File: src/rtl/spq_pkg.sv
// spq_pkg: shared constants, types and step helpers of the scale pitch quantizer.
// Depends on nothing; used by every module of the block.
package spq_pkg;

   localparam int NOTE_W    = 7;
   localparam int NOTES     = 2 ** NOTE_W;
   localparam int PATTERN_W = 36;
   localparam int COUNT_W   = 4;
   localparam int IDX_W     = 4;
   localparam int STEP_W    = 4;
   localparam int CSR_IDX_W = 2;
   localparam int CSR_W     = PATTERN_W;

   localparam int REQ_QUEUE_DEPTH = 2;
   localparam int RSP_QUEUE_DEPTH = 4;

   localparam logic [7:0]          NOTE_LIMIT     = 8'd127;
   localparam logic [NOTE_W-1:0]   LOWEST_AUDIBLE = 7'd21;
   localparam logic [NOTE_W-1:0]   OCTAVE_NOTE    = 7'd12;
   localparam logic [STEP_W-1:0]   OCTAVE_STEP    = 4'd12;
   localparam logic [COUNT_W-1:0]  MAX_STEPS      = 4'd12;
   localparam int                  PATTERN_STEPS  = 12;

   localparam logic [NOTE_W-1:0]    BASE_NOTE_RESET    = 7'd0;
   localparam logic [COUNT_W-1:0]   STEP_COUNT_RESET   = 4'd7;
   localparam logic [PATTERN_W-1:0] STEP_PATTERN_RESET = 36'd336978;

   localparam logic [CSR_IDX_W-1:0] CSR_BASE_NOTE    = 2'd0;
   localparam logic [CSR_IDX_W-1:0] CSR_STEP_COUNT   = 2'd1;
   localparam logic [CSR_IDX_W-1:0] CSR_STEP_PATTERN = 2'd2;

   // one write into the note table
   typedef struct packed {
      logic              en;
      logic [NOTE_W-1:0] addr;
      logic [NOTE_W-1:0] data;
   } tbl_wr_type;

   // interval of one step; codes outside 1 to 4 count as one semitone
   function automatic logic [STEP_W-1:0] step_size(logic [PATTERN_W-1:0] pattern,
                                                   logic [IDX_W-1:0] idx);
      logic [2:0] code;
      code = '0;
      for (int i = 0; i < PATTERN_STEPS; i++) begin
         if (idx == IDX_W'(i)) begin
            code = pattern[3*i +: 3];
         end
      end
      if (code >= 3'd1 && code <= 3'd4) begin
         return {1'b0, code};
      end
      return 4'd1;
   endfunction

   function automatic logic [STEP_W-1:0] next_step(logic [COUNT_W-1:0] count,
                                                   logic [PATTERN_W-1:0] pattern,
                                                   logic [IDX_W-1:0] idx);
      if (count == '0) begin
         return OCTAVE_STEP;
      end
      return step_size(pattern, idx);
   endfunction

   function automatic logic [IDX_W-1:0] next_idx(logic [COUNT_W-1:0] count,
                                                 logic [IDX_W-1:0] idx);
      logic [IDX_W:0] inc;
      inc = {1'b0, idx} + 1'b1;
      if (count == '0 || inc >= {1'b0, count}) begin
         return '0;
      end
      return inc[IDX_W-1:0];
   endfunction

endpackage

File: src/rtl/spq_scale_builder.sv
// spq_scale_builder: configuration registers and the sweep that fills the note table.
// Walks the scale once per configuration, writing the nearest scale note of every key.
// Depends on spq_pkg.
module spq_scale_builder
   import spq_pkg::*;
(
   input  logic                 clock,
   input  logic                 reset,
   input  logic                 csr_we,
   input  logic [CSR_IDX_W-1:0] csr_index,
   input  logic [CSR_W-1:0]     csr_wdata,
   output tbl_wr_type           tbl_wr,
   output logic                 busy
);

   typedef enum logic [2:0] {
      BLD_INIT  = 3'b001,
      BLD_FILL  = 3'b010,
      BLD_READY = 3'b100
   } bld_state_type;

   bld_state_type       state_ff, state_in;
   logic [NOTE_W-1:0]    base_ff;
   logic [COUNT_W-1:0]   count_ff;
   logic [PATTERN_W-1:0] pattern_ff;
   logic [7:0]           cur_ff, cur_in;
   logic [7:0]           nxt_ff, nxt_in;
   logic [IDX_W-1:0]     idx_ff, idx_in;
   logic [NOTE_W-1:0]    key_ff, key_in;

   logic [NOTE_W-1:0]    lowest;
   logic [COUNT_W-1:0]   count_eff;
   logic                 adv;
   logic [7:0]           a_note;
   logic [7:0]           b_note;
   logic                 b_valid;
   logic                 any_note;
   logic [8:0]           pair_sum;
   logic [8:0]           twice_key;
   logic [NOTE_W-1:0]    wr_data;

   always_ff @(posedge clock) begin
      if (reset) begin
         base_ff    <= BASE_NOTE_RESET;
         count_ff   <= STEP_COUNT_RESET;
         pattern_ff <= STEP_PATTERN_RESET;
      end else if (csr_we) begin
         unique case (csr_index)
            CSR_BASE_NOTE:    base_ff    <= csr_wdata[NOTE_W-1:0];
            CSR_STEP_COUNT:   count_ff   <= csr_wdata[COUNT_W-1:0];
            CSR_STEP_PATTERN: pattern_ff <= csr_wdata;
            default: ;
         endcase
      end
   end

   // base raised by octaves until audible
   always_comb begin
      if (base_ff >= LOWEST_AUDIBLE) begin
         lowest = base_ff;
      end else if (base_ff + OCTAVE_NOTE >= LOWEST_AUDIBLE) begin
         lowest = base_ff + OCTAVE_NOTE;
      end else begin
         lowest = base_ff + OCTAVE_NOTE + OCTAVE_NOTE;
      end
      count_eff = (count_ff > MAX_STEPS) ? MAX_STEPS : count_ff;
   end

   always_comb begin
      adv      = (nxt_ff < NOTE_LIMIT) && ({1'b0, key_ff} == nxt_ff);
      a_note   = adv ? nxt_ff : cur_ff;
      b_note   = adv ? nxt_ff + {4'b0, next_step(count_eff, pattern_ff, idx_ff)} : nxt_ff;
      b_valid  = b_note < NOTE_LIMIT;
      any_note = cur_ff < NOTE_LIMIT;
      pair_sum  = {1'b0, a_note} + {1'b0, b_note};
      twice_key = {1'b0, key_ff, 1'b0};
      if (!any_note) begin
         wr_data = cur_ff[NOTE_W-1:0];
      end else if ({1'b0, key_ff} <= a_note || !b_valid) begin
         wr_data = a_note[NOTE_W-1:0];
      end else if (twice_key < pair_sum) begin
         wr_data = a_note[NOTE_W-1:0];
      end else begin
         wr_data = b_note[NOTE_W-1:0];
      end
   end

   always_comb begin
      state_in = state_ff;
      cur_in   = cur_ff;
      nxt_in   = nxt_ff;
      idx_in   = idx_ff;
      key_in   = key_ff;
      unique case (state_ff)
         BLD_INIT: begin
            cur_in   = {1'b0, lowest};
            nxt_in   = {1'b0, lowest} + {4'b0, next_step(count_eff, pattern_ff, '0)};
            idx_in   = next_idx(count_eff, '0);
            key_in   = '0;
            state_in = BLD_FILL;
         end
         BLD_FILL: begin
            cur_in = a_note;
            nxt_in = b_note;
            if (adv) begin
               idx_in = next_idx(count_eff, idx_ff);
            end
            key_in = key_ff + 1'b1;
            if (key_ff == NOTE_W'(NOTES - 1)) begin
               state_in = BLD_READY;
            end
         end
         BLD_READY: ;
         default: state_in = BLD_INIT;
      endcase
      // any register write rebuilds the table
      if (csr_we) begin
         state_in = BLD_INIT;
      end
   end

   always_ff @(posedge clock) begin
      if (reset) begin
         state_ff <= BLD_INIT;
      end else begin
         state_ff <= state_in;
      end
      cur_ff <= cur_in;
      nxt_ff <= nxt_in;
      idx_ff <= idx_in;
      key_ff <= key_in;
   end

   assign tbl_wr.en   = (state_ff == BLD_FILL);
   assign tbl_wr.addr = key_ff;
   assign tbl_wr.data = wr_data;
   assign busy        = (state_ff != BLD_READY);

endmodule

File: src/rtl/spq_fifo.sv
// spq_fifo: small first-in first-out queue built from registers.
// Used for the request queue and the result queue. Depends on spq_pkg.
module spq_fifo
   import spq_pkg::*;
#(
   parameter int WIDTH = NOTE_W,
   parameter int DEPTH = REQ_QUEUE_DEPTH
) (
   input  logic                       clock,
   input  logic                       reset,
   input  logic                       push,
   input  logic [WIDTH-1:0]           push_data,
   input  logic                       pop,
   output logic [WIDTH-1:0]           pop_data,
   output logic                       full,
   output logic                       empty,
   output logic [$clog2(DEPTH+1)-1:0] count
);

   localparam int PTR_W = (DEPTH > 1) ? $clog2(DEPTH) : 1;
   localparam int CNT_W = $clog2(DEPTH + 1);

   logic [WIDTH-1:0] slot_ff [DEPTH];
   logic [PTR_W-1:0] wr_ptr_ff, wr_ptr_in;
   logic [PTR_W-1:0] rd_ptr_ff, rd_ptr_in;
   logic [CNT_W-1:0] count_ff, count_in;
   logic             do_push;
   logic             do_pop;

   assign do_push = push && !full;
   assign do_pop  = pop && !empty;

   always_comb begin
      wr_ptr_in = wr_ptr_ff;
      rd_ptr_in = rd_ptr_ff;
      count_in  = count_ff;
      if (do_push) begin
         wr_ptr_in = (wr_ptr_ff == PTR_W'(DEPTH - 1)) ? '0 : wr_ptr_ff + 1'b1;
      end
      if (do_pop) begin
         rd_ptr_in = (rd_ptr_ff == PTR_W'(DEPTH - 1)) ? '0 : rd_ptr_ff + 1'b1;
      end
      if (do_push && !do_pop) begin
         count_in = count_ff + 1'b1;
      end else if (do_pop && !do_push) begin
         count_in = count_ff - 1'b1;
      end
   end

   always_ff @(posedge clock) begin
      if (reset) begin
         wr_ptr_ff <= '0;
         rd_ptr_ff <= '0;
         count_ff  <= '0;
      end else begin
         wr_ptr_ff <= wr_ptr_in;
         rd_ptr_ff <= rd_ptr_in;
         count_ff  <= count_in;
      end
      if (do_push) begin
         slot_ff[wr_ptr_ff] <= push_data;
      end
   end

   assign pop_data = slot_ff[rd_ptr_ff];
   assign full     = (count_ff == CNT_W'(DEPTH));
   assign empty    = (count_ff == '0);
   assign count    = count_ff;

endmodule

File: src/rtl/spq_note_lookup.sv
// spq_note_lookup: back end; holds the note table, reads it per request and
// queues results. Depends on spq_pkg and spq_fifo.
module spq_note_lookup
   import spq_pkg::*;
#(
   parameter int RSP_DEPTH = RSP_QUEUE_DEPTH
) (
   input  logic              clock,
   input  logic              reset,
   input  tbl_wr_type        tbl_wr,
   input  logic              key_valid,
   input  logic [NOTE_W-1:0] key,
   output logic              key_take,
   input  logic              rsp_pop,
   output logic              rsp_empty,
   output logic [NOTE_W-1:0] rsp_scale_note
);

   localparam int CNT_W = $clog2(RSP_DEPTH + 1);

   logic [NOTE_W-1:0] note_table_ff [NOTES];
   logic [NOTE_W-1:0] rd_data_ff;
   logic              inflight_ff;
   logic [CNT_W-1:0]  rsp_count;
   logic [CNT_W:0]    occupancy;

   // reserve a result slot for the read in flight
   assign occupancy = {1'b0, rsp_count} + {{CNT_W{1'b0}}, inflight_ff};
   assign key_take  = key_valid && (occupancy < (CNT_W+1)'(RSP_DEPTH));

   always_ff @(posedge clock) begin
      if (tbl_wr.en) begin
         note_table_ff[tbl_wr.addr] <= tbl_wr.data;
      end
      if (key_take) begin
         rd_data_ff <= note_table_ff[key];
      end
   end

   always_ff @(posedge clock) begin
      if (reset) begin
         inflight_ff <= 1'b0;
      end else begin
         inflight_ff <= key_take;
      end
   end

   spq_fifo #(
      .WIDTH (NOTE_W),
      .DEPTH (RSP_DEPTH)
   ) u_rsp_queue (
      .clock     (clock),
      .reset     (reset),
      .push      (inflight_ff),
      .push_data (rd_data_ff),
      .pop       (rsp_pop),
      .pop_data  (rsp_scale_note),
      .full      (),
      .empty     (rsp_empty),
      .count     (rsp_count)
   );

endmodule

File: src/rtl/scale_pitch_quantizer_core.sv
// scale_pitch_quantizer_core: top level of the scale pitch quantizer.
// Depends on spq_pkg, spq_scale_builder, spq_fifo and spq_note_lookup.
//
// Usage:
//   Requests enter as queue pushes: req_key is taken at an edge with req_push high
//   and req_full low. Results leave as queue pops: rsp_scale_note is valid while
//   rsp_empty is low and is taken at an edge with rsp_pop high.
//   csr_we writes csr_wdata into register csr_index (0 base_note, 1 step_count,
//   2 step_pattern).
//   Every register write, and reset, starts a sweep that rebuilds a 128-entry
//   note table, one key per cycle; req_full stays high during it.
//   A request waits in the request queue, then in the registered table read
//   (rd_data_ff), before its result is pushed into the result queue.
//   Throughput is one request per cycle, set by the single table read port,
//   while no sweep runs. When the receiver stalls, up to RSP_DEPTH results wait
//   in the result queue and REQ_DEPTH requests in the request queue before
//   req_full rises. Reset empties both queues and restores register reset values.
module scale_pitch_quantizer_core
   import spq_pkg::*;
#(
   parameter int REQ_DEPTH = REQ_QUEUE_DEPTH,
   parameter int RSP_DEPTH = RSP_QUEUE_DEPTH
) (
   input  logic                 clock,
   input  logic                 reset,
   input  logic                 req_push,
   output logic                 req_full,
   input  logic [NOTE_W-1:0]    req_key,
   output logic                 rsp_empty,
   input  logic                 rsp_pop,
   output logic [NOTE_W-1:0]    rsp_scale_note,
   input  logic                 csr_we,
   input  logic [CSR_IDX_W-1:0] csr_index,
   input  logic [CSR_W-1:0]     csr_wdata
);

   tbl_wr_type        tbl_wr;
   logic              busy;
   logic              req_q_full;
   logic              req_q_empty;
   logic [NOTE_W-1:0] req_q_key;
   logic              key_take;

   assign req_full = req_q_full || busy;

   spq_scale_builder u_builder (
      .clock     (clock),
      .reset     (reset),
      .csr_we    (csr_we),
      .csr_index (csr_index),
      .csr_wdata (csr_wdata),
      .tbl_wr    (tbl_wr),
      .busy      (busy)
   );

   spq_fifo #(
      .WIDTH (NOTE_W),
      .DEPTH (REQ_DEPTH)
   ) u_req_queue (
      .clock     (clock),
      .reset     (reset),
      .push      (req_push && !req_full),
      .push_data (req_key),
      .pop       (key_take),
      .pop_data  (req_q_key),
      .full      (req_q_full),
      .empty     (req_q_empty),
      .count     ()
   );

   spq_note_lookup #(
      .RSP_DEPTH (RSP_DEPTH)
   ) u_lookup (
      .clock          (clock),
      .reset          (reset),
      .tbl_wr         (tbl_wr),
      .key_valid      (!req_q_empty),
      .key            (req_q_key),
      .key_take       (key_take),
      .rsp_pop        (rsp_pop),
      .rsp_empty      (rsp_empty),
      .rsp_scale_note (rsp_scale_note)
   );

endmodule

File: config.mk
export PLATFORM = sky130hd
export DESIGN_NAME = scale_pitch_quantizer_core
export DESIGN_NICKNAME = d
export VERILOG_FILES = /design/src/rtl/spq_pkg.sv /design/src/rtl/spq_scale_builder.sv /design/src/rtl/spq_fifo.sv /design/src/rtl/spq_note_lookup.sv /design/src/rtl/scale_pitch_quantizer_core.sv
export SDC_FILE = /design/constraint.sdc
export NUM_CORES = 2
export LEC_CHECK = 0
export ABC_CLOCK_PERIOD_IN_PS = 10540
export BUFFER_PORTS_ARGS = -buffer_cell sky130_fd_sc_hd__buf_2
export CORE_ASPECT_RATIO = 1.1
export CORE_UTILIZATION = 57
export DETAILED_ROUTE_END_ITERATION = 10
export PLACE_DENSITY = 0.78
export SLEW_MARGIN = 20
export SYNTH_ARGS = -nofsm -noshare
export SYNTH_HDL_FRONTEND = slang
export SYNTH_HIERARCHICAL = 1
export SYNTH_SLANG_ARGS = --single-unit
File: constraint.sdc
create_clock -name clock -period 10.54 [get_ports clock]
set_clock_uncertainty 0.1 [all_clocks]
set_input_delay 1.054 -clock clock [delete_from_list [all_inputs] [get_ports clock]]
set_output_delay 1.054 -clock clock [all_outputs]
set_load 0.05 [all_outputs]
==> out/results.tsv <==
metric	value	unit
fin_util	64.4	%
port_buffers	58	
grt_first_pass_wirelength	144	mm
fmax	0.120	GHz
cp-start-kind	register	
grt_setup_unrepaired	no	
synth_area	42600	sq um
ctsLongestPathBuffers	3	
dp.cells	3174	
dieArea	75800	sq um
pin_count	59	
cp_common_cell	ha_1	
ff_latch_area	30500	sq um
vias	22100	
dr.pass1.iters	6	
post_cts_buffers	0	
drv_slew	0	
die_h	289	um
worstSetupEndpointType	register	
ys.warnings.count	6	
final_layout_size_suffix_gt1_share	24.5	%
synth_cell_types	71	
clkTransAtPathRegs	0.06	ns
async_flop_share	0	%
fill_cells	4625	
arrival	8.52	ns
via_per_inst	6.58	
crit_type	register to register	
max_cap_viol_count	0	
place_ws	2.28	ns
core_area	73500	sq um
ys_ff_latch	1037	
clockRootBuffer	clkbuf_16	
numCtsBuffers	99	
start_util	58.0	%
ir_worst_vdd	0.145	mV
period_minus_slack	8.31	ns
critPathRequiredTime	10.75	ns
syn2layout_area_growth	11.2	%
power_density	193	nW/um^2
synthCells	2259	
yosysSeqAreaShare	71.6	%
grt_max_degree	129	
synth_edf_count	972	
final_area	47400	sq um
rrSetupSlack	2.23	ns
syn-num-nets	2365	
routed_wl	96.7	mm
placed_cell_area	43900	sq um
multi_input_area	11600	sq um
cp_max_fo	100	
track_usage	25.9	%
post_cts_resized	0	
whs	0.367	ns
drt_iter0_markers	2333	
cts_hold_buf	0	
wl_per_cell	28.7	um
power	9.16	mW
p_leak	15.3	nW
clock_sinks	1037	
die_w	263	um
setup_viol	0	
grt_pass1_vias	22700	
place_congestion	0.869	
slowest_delay	0.91	ns
setup-tns-final	0	ns
tightest_slew	1.21	ns
fin_crit_sh	78.8	%
layout.cells.non_filler	3362	
fin_ws	2.23	ns
cts_tree	done	
cts-htree-levels	3	
max_slew_margin	18.9	%
rows	104	
outcome	completed	
postRouteAntennaNets	0	
hold_viol	0	
hold_class	register to register	
antenna_found_initial	6	
hpwl	55.5	mm
clk_latency	0.66	ns
grt_overflow	0	
diodes	0	
final_nets	2427	
cp_slowest_cell	buf_4	
synth_ff_type	edfxtp_1	
avgSynthCellArea	18.9	sq um
drc_errors	0	
[critical path, delay by kind of cell, from the launching register on]
family	cells	cell delay, ns
AOI/OAI and AO/OA	15	3.16
muxes	1	0.13
xor gates and xnor gates	3	0.60
DFF	1	0.45
and+or+nand+nor	3	0.74
buffers and inverters	1	0.91
adders and majority gates	5	1.78
[Yosys cell counts, types with 3 or more instances]
cell type / instances / area (sq um)
a2111oi_0: 4 / 35.0
a211o_1: 4 / 35.0
a211oi_1: 3 / 22.5
a21o_1: 7 / 52.6
a21oi_1: 76 / 380
a311oi_1: 3 / 26.3
a31oi_1: 5 / 31.3
and2_1: 7 / 43.8
and3_1: 4 / 25.0
buf_1: 11 / 41.3
buf_2: 14 / 70.1
buf_4: 6 / 45.0
buf_6: 4 / 45.0
clkbuf_1: 85 / 319
dfxtp_1: 65 / 1300
edfxtp_1: 972 / 29200
fa_1: 4 / 80.1
ha_1: 52 / 651
inv_1: 38 / 143
mux2_2: 15 / 169
mux2i_1: 18 / 180
mux4_2: 302 / 6800
nand2_1: 139 / 522
nand2b_1: 17 / 106
nand3_1: 25 / 125
nand3b_1: 15 / 113
nand4_1: 7 / 43.8
nor2_1: 178 / 668
nor2b_1: 21 / 131
nor3_1: 16 / 80.1
nor3b_1: 4 / 30.0
o211a_1: 3 / 30.0
o21a_1: 6 / 45.0
o21ai_0: 31 / 155
o21ai_1: 6 / 30.0
o22ai_1: 8 / 50.1
or2_2: 3 / 18.8
or3_1: 5 / 31.3
xnor2_1: 14 / 123
xor2_1: 24 / 210
[cell families after synthesis]
family,share of synthesized area (%)
multiplexers,16.8
AND/OR/NAND/NOR,4.82
XOR/XNOR,0.819
AO/OA/AOI/OAI,2.70
flip-flops,71.6
adder cells (fa/ha/maj),1.72
buffers and inverters,1.57
[cell usage in the layout, fill, tap and decap left out, types with 31 or more instances in the layout]
master / count
mux4_2: 302
ha_1: 52
dfxtp_1: 65
clkbuf_16: 105
o21ai_0: 31
nor2_1: 178
buf_2: 58
a21oi_1: 75
nand2_1: 138
edfxtp_1: 972
inv_1: 38
[final timing paths]
check,startpoint,endpoint,cells after the start
hold reg to reg,u_builder/pattern_ff[9],u_builder/pattern_ff[9],2
hold / removal,u_builder/pattern_ff[9],u_builder/pattern_ff[9],2
setup reg to reg,u_builder/idx_ff[0],u_lookup/note_table_ff[121][1],28
setup / recovery,u_builder/idx_ff[0],u_lookup/note_table_ff[121][1],28
[cell type report]
| type | instances | area share (%) |
|---|---|---|
| timing repair buffer | 81 | 1.05 |
| clock inverter | 69 | 1.54 |
| sequential | 1037 | 64.4 |
| tap | 954 | 2.52 |
| clock buffer | 119 | 5.70 |
| multi-input combinational | 1063 | 24.5 |
| inverter | 39 | 0.309 |
[sequential cells by signal (all words and copies together) (netlist names), 4 cells and up, named ones only]
name and cells:
u_builder/pattern_ff 36, u_builder/nxt_ff 8, u_req_queue/slot_ff 14, u_builder/base_ff 7
u_builder/key_ff 7, u_lookup/u_rsp_queue/slot_ff 28, u_lookup/rd_data_ff 7, u_builder/cur_ff 8
u_lookup/note_table_ff 896, u_builder/idx_ff 4, u_builder/count_ff 4
[per-layer routing]
| layer | track usage [%] | wire length, um | part of all wire [%] | vias up |
|---|---|---|---|---|
| met5 | 0 | 53 | 0.055 | - |
| met1 | 33.0 | 35600 | 37 | 11500 |
| met4 | 9.54 | 3470 | 3.6 | 8 |
| li1 | - | - | - | 9197 |
| met3 | 5.17 | 7920 | 8.2 | 248 |
| met2 | 44.7 | 49600 | 51 | 1202 |
[power by group]
group / switching (mW) / internal, mW / total [mW]
clock: 1.54 / 2.18 / 3.72
combinational: 0.472 / 0.178 / 0.650
sequential: 0.0578 / 4.74 / 4.79
total: 2.07 / 7.09 / 9.16
Power figures use the tool's default switching activity.
